### config.mk
export PLATFORM = sky130hd
export DESIGN_NAME = ipv4_text_address_parser
export DESIGN_NICKNAME = d
export VERILOG_FILES = /design/src/hw/rtl/ipv4p_pkg.sv /design/src/hw/rtl/ipv4_text_address_parser.sv
export SDC_FILE = /design/constraint.sdc
export NUM_CORES = 1
export LEC_CHECK = 0
export BUFFER_PORTS_ARGS = -buffer_cell sky130_fd_sc_hd__buf_2
export CORE_AREA = 2 2 197 150
export DETAILED_ROUTE_END_ITERATION = 12
export DIE_AREA = 0 0 199 152
export GPL_TIMING_DRIVEN = 0
export PLACE_DENSITY = 0.49
export SETUP_SLACK_MARGIN = 0.3
export SYNTH_ARGS = -nofsm -noshare
export SYNTH_HDL_FRONTEND = slang
export SYNTH_SLANG_ARGS = --single-unit
### constraint.sdc
create_clock -name clk -period 13.4 [get_ports clk]
set_clock_uncertainty 0.15 [all_clocks]
set_input_delay 0.67 -clock clk [delete_from_list [all_inputs] [get_ports clk]]
set_output_delay 0.67 -clock clk [all_outputs]
set_load 0.01 [all_outputs]
### src/hw/rtl/ipv4p_pkg.sv
package ipv4p_pkg;

  // Scan phase within one number of the address text.
  typedef enum logic [2:0] {
    PH_START = 3'd0,
    PH_ZERO  = 3'd1,
    PH_XPRE  = 3'd2,
    PH_DEC   = 3'd3,
    PH_OCT   = 3'd4,
    PH_HEX   = 3'd5
  } phase_t;

  // Radix in force for the digit being added.
  typedef enum logic [1:0] {
    RADIX_8  = 2'd0,
    RADIX_10 = 2'd1,
    RADIX_16 = 2'd2
  } radix_t;

  localparam int unsigned UNIT_W  = 16;
  localparam int unsigned ADDR_W  = 32;
  localparam int unsigned ACC_W   = ADDR_W + 4;

  localparam logic [UNIT_W-1:0] WIDE_UNIT = 16'h007f;
  localparam logic [UNIT_W-1:0] CH_DOT    = 16'h002e;
  localparam logic [UNIT_W-1:0] CH_LOW_X  = 16'h0078;
  localparam logic [UNIT_W-1:0] CH_UP_X   = 16'h0058;

endpackage

### src/hw/rtl/ipv4_text_address_parser.sv
// The last code unit of a text goes through the input register, then the result register.
// Throughput: one code unit per cycle if a last unit has a free result slot; the shift-add
// and the final range check sit in one stage between the input and result registers.
// Reset (rst, synchronous, active high) empties both registers and returns the scan
// state to the start of a text; the scan state also returns there after every last unit.
module ipv4_text_address_parser (
  input  logic                         clk,
  input  logic                         rst,
  input  logic                         s_tvalid,
  output logic                         s_tready,
  input  logic [ipv4p_pkg::UNIT_W-1:0] s_tdata,   // [15:0] code_unit
  input  logic                         s_tlast,   // is_last
  output logic                         m_tvalid,
  input  logic                         m_tready,
  output logic [ipv4p_pkg::ADDR_W-1:0] m_tdata,   // [31:0] address
  output logic                         m_tuser    // [0] ok
);
  import ipv4p_pkg::*;

  // Input register.
  logic              in_valid;
  logic [UNIT_W-1:0] in_code;
  logic              in_last;

  // Scan state.
  phase_t            phase, phase_next;
  logic [ADDR_W-1:0] part_value, part_value_next;
  logic              part_overflow, part_overflow_next;
  logic [1:0]        parts_done, parts_done_next;
  logic [ADDR_W-1:0] address_so_far, address_so_far_next;
  logic              failed, failed_next;

  logic              advance;
  logic              ok_calc;
  logic [ADDR_W-1:0] addr_calc;

  // Digit decode.
  logic              is_dec, is_low_hex, is_up_hex;
  logic [3:0]        digit;
  logic              add_en;
  radix_t            radix;
  logic [ACC_W-1:0]  product, acc_sum;

  // The stage moves when a result slot is free, or when the unit makes no result.
  assign advance  = in_valid && (!in_last || !m_tvalid || m_tready);
  assign s_tready = !in_valid || advance;

  always_ff @(posedge clk) begin
    if (rst) begin
      in_valid <= 1'b0;
    end else if (s_tready) begin
      in_valid <= s_tvalid;
    end
    if (s_tready && s_tvalid) begin
      in_code <= s_tdata;
      in_last <= s_tlast;
    end
  end

  // Character classes and digit value; letters map through their low nibble.
  always_comb begin
    is_dec     = in_code inside {[16'h0030:16'h0039]};
    is_low_hex = in_code inside {[16'h0061:16'h0066]};
    is_up_hex  = in_code inside {[16'h0041:16'h0046]};
    digit      = is_dec ? in_code[3:0] : 4'(in_code[3:0] + 4'd9);
  end

  // Accumulator shift-add for the selected radix, with carry-out as overflow.
  always_comb begin
    case (radix)
      RADIX_8:  product = {1'b0, part_value, 3'b000};
      RADIX_10: product = {1'b0, part_value, 3'b000} + {3'b000, part_value, 1'b0};
      RADIX_16: product = {part_value, 4'b0000};
      default:  product = '0;
    endcase
    acc_sum = product + ACC_W'(digit);
  end

  // Next scan state for one code unit.
  always_comb begin
    phase_next          = phase;
    part_value_next     = part_value;
    part_overflow_next  = part_overflow;
    parts_done_next     = parts_done;
    address_so_far_next = address_so_far;
    failed_next         = failed;
    add_en              = 1'b0;
    radix               = RADIX_10;

    if (!failed) begin
      if (in_code >= WIDE_UNIT) begin
        failed_next = 1'b1;
      end else if (in_code == CH_DOT) begin
        if (phase == PH_START || phase == PH_XPRE || part_overflow ||
            parts_done == 2'd3 || (|part_value[ADDR_W-1:8])) begin
          failed_next = 1'b1;
        end else begin
          address_so_far_next = {address_so_far[ADDR_W-9:0], part_value[7:0]};
          parts_done_next     = 2'(parts_done + 2'd1);
          phase_next          = PH_START;
          part_value_next     = '0;
          part_overflow_next  = 1'b0;
        end
      end else begin
        case (phase)
          PH_START: begin
            if (!is_dec) begin
              failed_next = 1'b1;
            end else if (digit == 4'd0) begin
              phase_next = PH_ZERO;
            end else begin
              phase_next = PH_DEC;
              add_en     = 1'b1;
            end
          end
          PH_ZERO: begin
            radix = RADIX_8;
            if (in_code == CH_LOW_X || in_code == CH_UP_X) begin
              phase_next = PH_XPRE;
            end else if (!is_dec || digit[3]) begin
              failed_next = 1'b1;
            end else begin
              phase_next = PH_OCT;
              add_en     = 1'b1;
            end
          end
          PH_XPRE, PH_HEX: begin
            radix = RADIX_16;
            if (!(is_dec || is_low_hex || is_up_hex)) begin
              failed_next = 1'b1;
            end else begin
              phase_next = PH_HEX;
              add_en     = 1'b1;
            end
          end
          PH_DEC: begin
            if (!is_dec) begin
              failed_next = 1'b1;
            end else begin
              add_en = 1'b1;
            end
          end
          PH_OCT: begin
            radix = RADIX_8;
            if (!is_dec || digit[3]) begin
              failed_next = 1'b1;
            end else begin
              add_en = 1'b1;
            end
          end
          default: begin
            failed_next = 1'b1;
          end
        endcase
      end
    end

    if (add_en) begin
      part_value_next = acc_sum[ADDR_W-1:0];
      if (|acc_sum[ACC_W-1:ADDR_W]) begin
        part_overflow_next = 1'b1;
      end
    end
  end

  // Final check and address assembly from the state after the last unit.
  always_comb begin
    ok_calc = !failed_next && phase_next != PH_START && phase_next != PH_XPRE &&
              !part_overflow_next;
    case (parts_done_next)
      2'd0: addr_calc = part_value_next;
      2'd1: begin
        addr_calc = {address_so_far_next[7:0], part_value_next[23:0]};
        if (|part_value_next[31:24]) ok_calc = 1'b0;
      end
      2'd2: begin
        addr_calc = {address_so_far_next[15:0], part_value_next[15:0]};
        if (|part_value_next[31:16]) ok_calc = 1'b0;
      end
      2'd3: begin
        addr_calc = {address_so_far_next[23:0], part_value_next[7:0]};
        if (|part_value_next[31:8]) ok_calc = 1'b0;
      end
      default: addr_calc = '0;
    endcase
    if (!ok_calc) addr_calc = '0;
  end

  // Scan state registers; a last unit sends them back to the start of a text.
  always_ff @(posedge clk) begin
    if (rst) begin
      phase          <= PH_START;
      part_value     <= '0;
      part_overflow  <= 1'b0;
      parts_done     <= 2'd0;
      address_so_far <= '0;
      failed         <= 1'b0;
    end else if (advance) begin
      if (in_last) begin
        phase          <= PH_START;
        part_value     <= '0;
        part_overflow  <= 1'b0;
        parts_done     <= 2'd0;
        address_so_far <= '0;
        failed         <= 1'b0;
      end else begin
        phase          <= phase_next;
        part_value     <= part_value_next;
        part_overflow  <= part_overflow_next;
        parts_done     <= parts_done_next;
        address_so_far <= address_so_far_next;
        failed         <= failed_next;
      end
    end
  end

  // Result register.
  always_ff @(posedge clk) begin
    if (rst) begin
      m_tvalid <= 1'b0;
    end else if (advance && in_last) begin
      m_tvalid <= 1'b1;
    end else if (m_tready) begin
      m_tvalid <= 1'b0;
    end
    if (advance && in_last) begin
      m_tdata <= addr_calc;
      m_tuser <= ok_calc;
    end
  end

  // A last unit always produces a result item in the next cycle.
  a_last_gives_result: assert property (@(posedge clk) disable iff (rst)
    advance && in_last |=> m_tvalid)
    else $error("last unit did not produce a result item");

  // After a last unit the scan state is back at the start of a text.
  a_state_cleared: assert property (@(posedge clk) disable iff (rst)
    advance && in_last |=> phase == PH_START && parts_done == 2'd0 && !failed &&
    !part_overflow)
    else $error("scan state not cleared after last unit");

  // A unit that is not last never creates a result item.
  a_no_spurious_result: assert property (@(posedge clk) disable iff (rst)
    advance && !in_last && !m_tvalid |=> !m_tvalid)
    else $error("result item without a last unit");

  // A failure sticks until the end of the text.
  a_failed_sticky: assert property (@(posedge clk) disable iff (rst)
    failed && advance && !in_last |=> failed)
    else $error("failure cleared within a text");

  // A result that is not ok carries a zero address.
  a_zero_when_bad: assert property (@(posedge clk) disable iff (rst)
    advance && in_last && !ok_calc |=> m_tdata == '0)
    else $error("nonzero address on a failed text");

endmodule

==> results.yml <==
outcome:
  status: "finished, final reports clean"
yosys:
  syn_area_mm2: 0.0101
  avgSynthCellArea_um2: 7.95
  synth.net_count: 1329
  ys_seq_area_share_pct: 27.8
  syn_inst: 1267
  ys_warn_count: 0
  synthArstFlopShare_pct: 0
  synth_edf_count: 50
  ys_seq_elements: 115
  synth.distinct_cells: 112
  ys.flop_type: "dfxtp_1"
clocking:
  clkTransAtPathRegs_ns: 0.06
  cts_root_buf: "clkbuf_16"
  cts_setup_buffers: 0
  cts_made_buffers: 17
  clock-sinks: 115
  worstSkewPairLatency_ns: 0.43
  cts_max_path_buffers: 2
  cts_resized: 0
  cts_hold_buf: 0
  htree_levels: 4
  cts_tree: "done"
pwr:
  power.density_mw_per_mm2: 77.5
  p_sw_uw: 206
  pwr-share-comb_pct: 3.8
  irDropWorstVdd_uv: 89.0
  sw_frac_of_total_pct: 23.1
  p_int_uw: 686
  power_leakage_uw: 0.00398
  power_frac_clock_pct: 54.5
  power_frac_seq_pct: 41.7
layout:
  fin_nets: 1404
  areaGrowthSynthToFinish_pct: 14.2
  drive_gt1_share_pct: 12.7
  design_area_mm2: 0.0115
  fin_util_pct: 40.2
  nFillCells: 2970
  ff_latch_area_mm2: 0.00280
  multiInputGateArea_mm2: 0.00679
  diodes: 0
route:
  routed_via_density: 5.97
  drtPass1Iterations: 5
  drt-initial-drc-count: 1139
  drtAntennaViolNets: 0
  drc: 0
  vias: 10400
  wl_per_cell_um: 22.2
  routed_wl_mm: 38.8
worst_setup_path:
  cp_cell_sequence: "or4_1, buf_2, a311oi_4, nand3_2, buf_2, clkbuf_1, nand2_1, o21ai_0, ha_1, nor2b_1, o21ai_0, a311oi_1, a21oi_1, nor3_1, a211o_1, nand3_1, a211oi_1, a41oi_1, or4_4, o31ai_4, o211ai_4, buf_6, nor3_1"
  crit_path_start_kind: "flip-flop"
  reg2reg_from: "in_code[9]$_DFFE_PP_"
  worstPathMaxFanout: 10
  cp.arrival_ns: 7.21
  cpLargestDelayFamily: "simple AND/OR/NAND/NOR gates"
  crit_path_end_kind: "flip-flop"
  regToRegSetupSlack_ns: 6.25
  cp.depth: 23
  crit_path_max_incr_delay_ns: 0.66
  cp_slowest_cell: "a311oi_4"
  r2r_cells: 23
  reg2reg_to: "m_tdata[14]$_SDFFCE_PN0P_"
  criticalPathCategory: "flip-flop to flip-flop"
  worstPathRequired_ns: 13.46
  timing.critical_path.buf_inv: 4
global_route:
  antenna_found_initial: 0
  grt_max_degree: 29
  overflow: 0
  grt_usage_pct: 26.0
  grt_pass1_vias: 9814
  grt_pass1_wl_mm: 59.9
die:
  coreArea_mm2: 0.0286
  die-height_um: 152
  chipWidth_um: 199
  die-area_mm2: 0.0302
  initial_utilization_pct: 35.3
  rows: 54
  pin_count: 56
sta:
  worstMarginPinSlew_ns: 0.935
  rsz0062_at_grt: "false"
  setup_viol: 0
  fin_crit_sh_pct: 53.3
  fmax_ghz: 0.140
  hold_viol: 0
  fin_setup_tns_ns: 0
  drv_slew: 0
  slew_headroom_pct: 37.5
  period_needed_ns: 7.15
hold_path:
  worstHoldEndpoint: "in_code[11]$_DFFE_PP_"
  min_path_cells: 1
  hp-start: "s_tdata[11]"
  hold_path.class: "primary input to flip-flop"
place:
  globalplace.congestion: 0.881
  placed_area_mm2: 0.0109
  port_buffers: 54
  hpwl_mm: 30.2
flow_run:
  drv_cap: 0
worst max path at each step:
| stage | from | to | slack, ns |
|---|---|---|---|
| 5_1_grt | in_code[0]$_DFFE_PP_ | m_tdata[1]$_SDFFCE_PN0P_ | 5.82 |
| 2_1_floorplan | in_code[9]$_DFFE_PP_ | m_tdata[31]$_SDFFCE_PN0P_ | 7.84 |
| 3_3_place_gp | in_code[9]$_DFFE_PP_ | m_tdata[1]$_SDFFCE_PN0P_ | 6.41 |
| 3_5_place_dp | in_code[9]$_DFFE_PP_ | m_tdata[1]$_SDFFCE_PN0P_ | 6.43 |
| 4_1_cts | in_code[9]$_DFFE_PP_ | m_tdata[1]$_SDFFCE_PN0P_ | 6.38 |
| 6_report | in_code[9]$_DFFE_PP_ | m_tdata[14]$_SDFFCE_PN0P_ | 6.25 |
kinds of logic after synthesis:
logic type / after synthesis / share of synthesized area, %
AO/OA/AOI/OAI: 412 / 30.1
buffers and inverters: 114 / 4.92
AND/OR/NAND/NOR: 534 / 27.4
XOR/XNOR: 41 / 3.56
flip-flops: 115 / 27.8
adder cells (fa/ha/maj): 41 / 5.24
multiplexers: 10 / 1.02
worst register-to-register path: stages, from the launching register on:
cell and delay [ns]:
edfxtp_1 0.35, or4_1 0.51, buf_2 0.19, a311oi_4 0.66, nand3_2 0.30, buf_2 0.30
clkbuf_1 0.37, nand2_1 0.16, o21ai_0 0.09, ha_1 0.35, nor2b_1 0.24, o21ai_0 0.14
a311oi_1 0.26, a21oi_1 0.18, nor3_1 0.31, a211o_1 0.18, nand3_1 0.18, a211oi_1 0.28
a41oi_1 0.19, or4_4 0.58, o31ai_4 0.23, o211ai_4 0.18, buf_6 0.23, nor3_1 0.31
metal layers:
layer / global-route usage, % / share of wire [%] / routed length (um) / vias to the layer above
met5: 0 / 0 / 0 / -
met4: 4.73 / 1.0 / 396 / 0
met3: 6.44 / 8.8 / 3410 / 32
met2: 35.9 / 40 / 15500 / 429
met1: 40.4 / 50 / 19500 / 5010
li1: - / - / - / 4961
flip-flops by register name, summed over array words and instances (netlist names), 2 cells and up:
name            count
in_code            16
m_tdata            32
address_so_far     24
part_value         32
parts_done          2
phase               3
cell usage in the layout (no fill, tap or decap), types with 17 or more instances in the layout:
cell type	n
xnor2_1	24
a21oi_1	81
nor2_1	156
o21ai_0	78
nand2_1	137
a22oi_1	66
xor2_1	17
nand3_1	41
clkbuf_16	18
nor3_1	43
buf_2	69
clkbuf_1	67
edfxtp_1	50
ha_1	39
dfxtp_1	65
inv_1	23
a211oi_1	19
final cells by class:
class,instances,share of cell area (%)
clock inverters,9,0.968
clock buffers,23,4.43
inverters,24,0.783
plain buffers,90,3.52
well taps,392,4.26
flip-flops and latches,115,24.4
multi-input cells,1038,59.0
repair buffers,56,2.62
power groups by stage:
stage | Sequential (uW) | Clock (uW) | Combinational (uW)
final | 372 | 486 | 34.0
after global placement | 380 | 0 | 32.1
after CTS | 372 | 491 | 33.5
after global routing | 373 | 503 | 37.1
after floorplan | 380 | 0 | 18.9
after detailed placement | 380 | 0 | 33.3
cells in the mapped netlist (all sizes together), types with 8 or more instances:
| master | n | share of area [%] |
|---|---|---|
| a211oi | 23 | 1.9 |
| a21o | 11 | 0.82 |
| a21oi | 81 | 4.0 |
| a22o | 10 | 0.87 |
| a22oi | 69 | 5.5 |
| a311oi | 16 | 1.6 |
| a31oi | 13 | 1.0 |
| and2 | 18 | 1.1 |
| and3 | 14 | 0.92 |
| and4 | 8 | 0.75 |
| buf | 24 | 1.6 |
| clkbuf | 66 | 2.5 |
| dfxtp | 65 | 13 |
| edfxtp | 50 | 15 |
| ha | 39 | 4.8 |
| inv | 24 | 0.89 |
| mux2i | 8 | 0.79 |
| nand2 | 139 | 5.3 |
| nand3 | 44 | 2.4 |
| nand4 | 15 | 0.99 |
| nor2 | 158 | 6.0 |
| nor2b | 12 | 0.75 |
| nor3 | 50 | 3.0 |
| nor3b | 9 | 0.67 |
| nor4 | 15 | 1.2 |
| o211ai | 14 | 1.2 |
| o21ai | 79 | 3.9 |
| o31ai | 8 | 0.73 |
| or3 | 11 | 0.78 |
| or4 | 11 | 0.86 |
| xnor2 | 24 | 2.1 |
| xor2 | 17 | 1.5 |
per-stage QoR:
| stage | power, uW | cells | setup slack [ns] | hold WS (ns) |
|---|---|---|---|---|
| 2_1_floorplan | 398 | 1267 | 7.84 | 0.306 |
| 5_1_grt | 913 | 1747 | 5.82 | 0.247 |
| 3_3_place_gp | 412 | 1713 | 6.41 | 0.347 |
| 4_1_cts | 897 | 1747 | 6.38 | 0.245 |
| 3_5_place_dp | 413 | 1715 | 6.43 | 0.361 |
| 6_report | 892 | 1747 | 6.25 | 0.261 |
(Power assumes the default switching activity.)
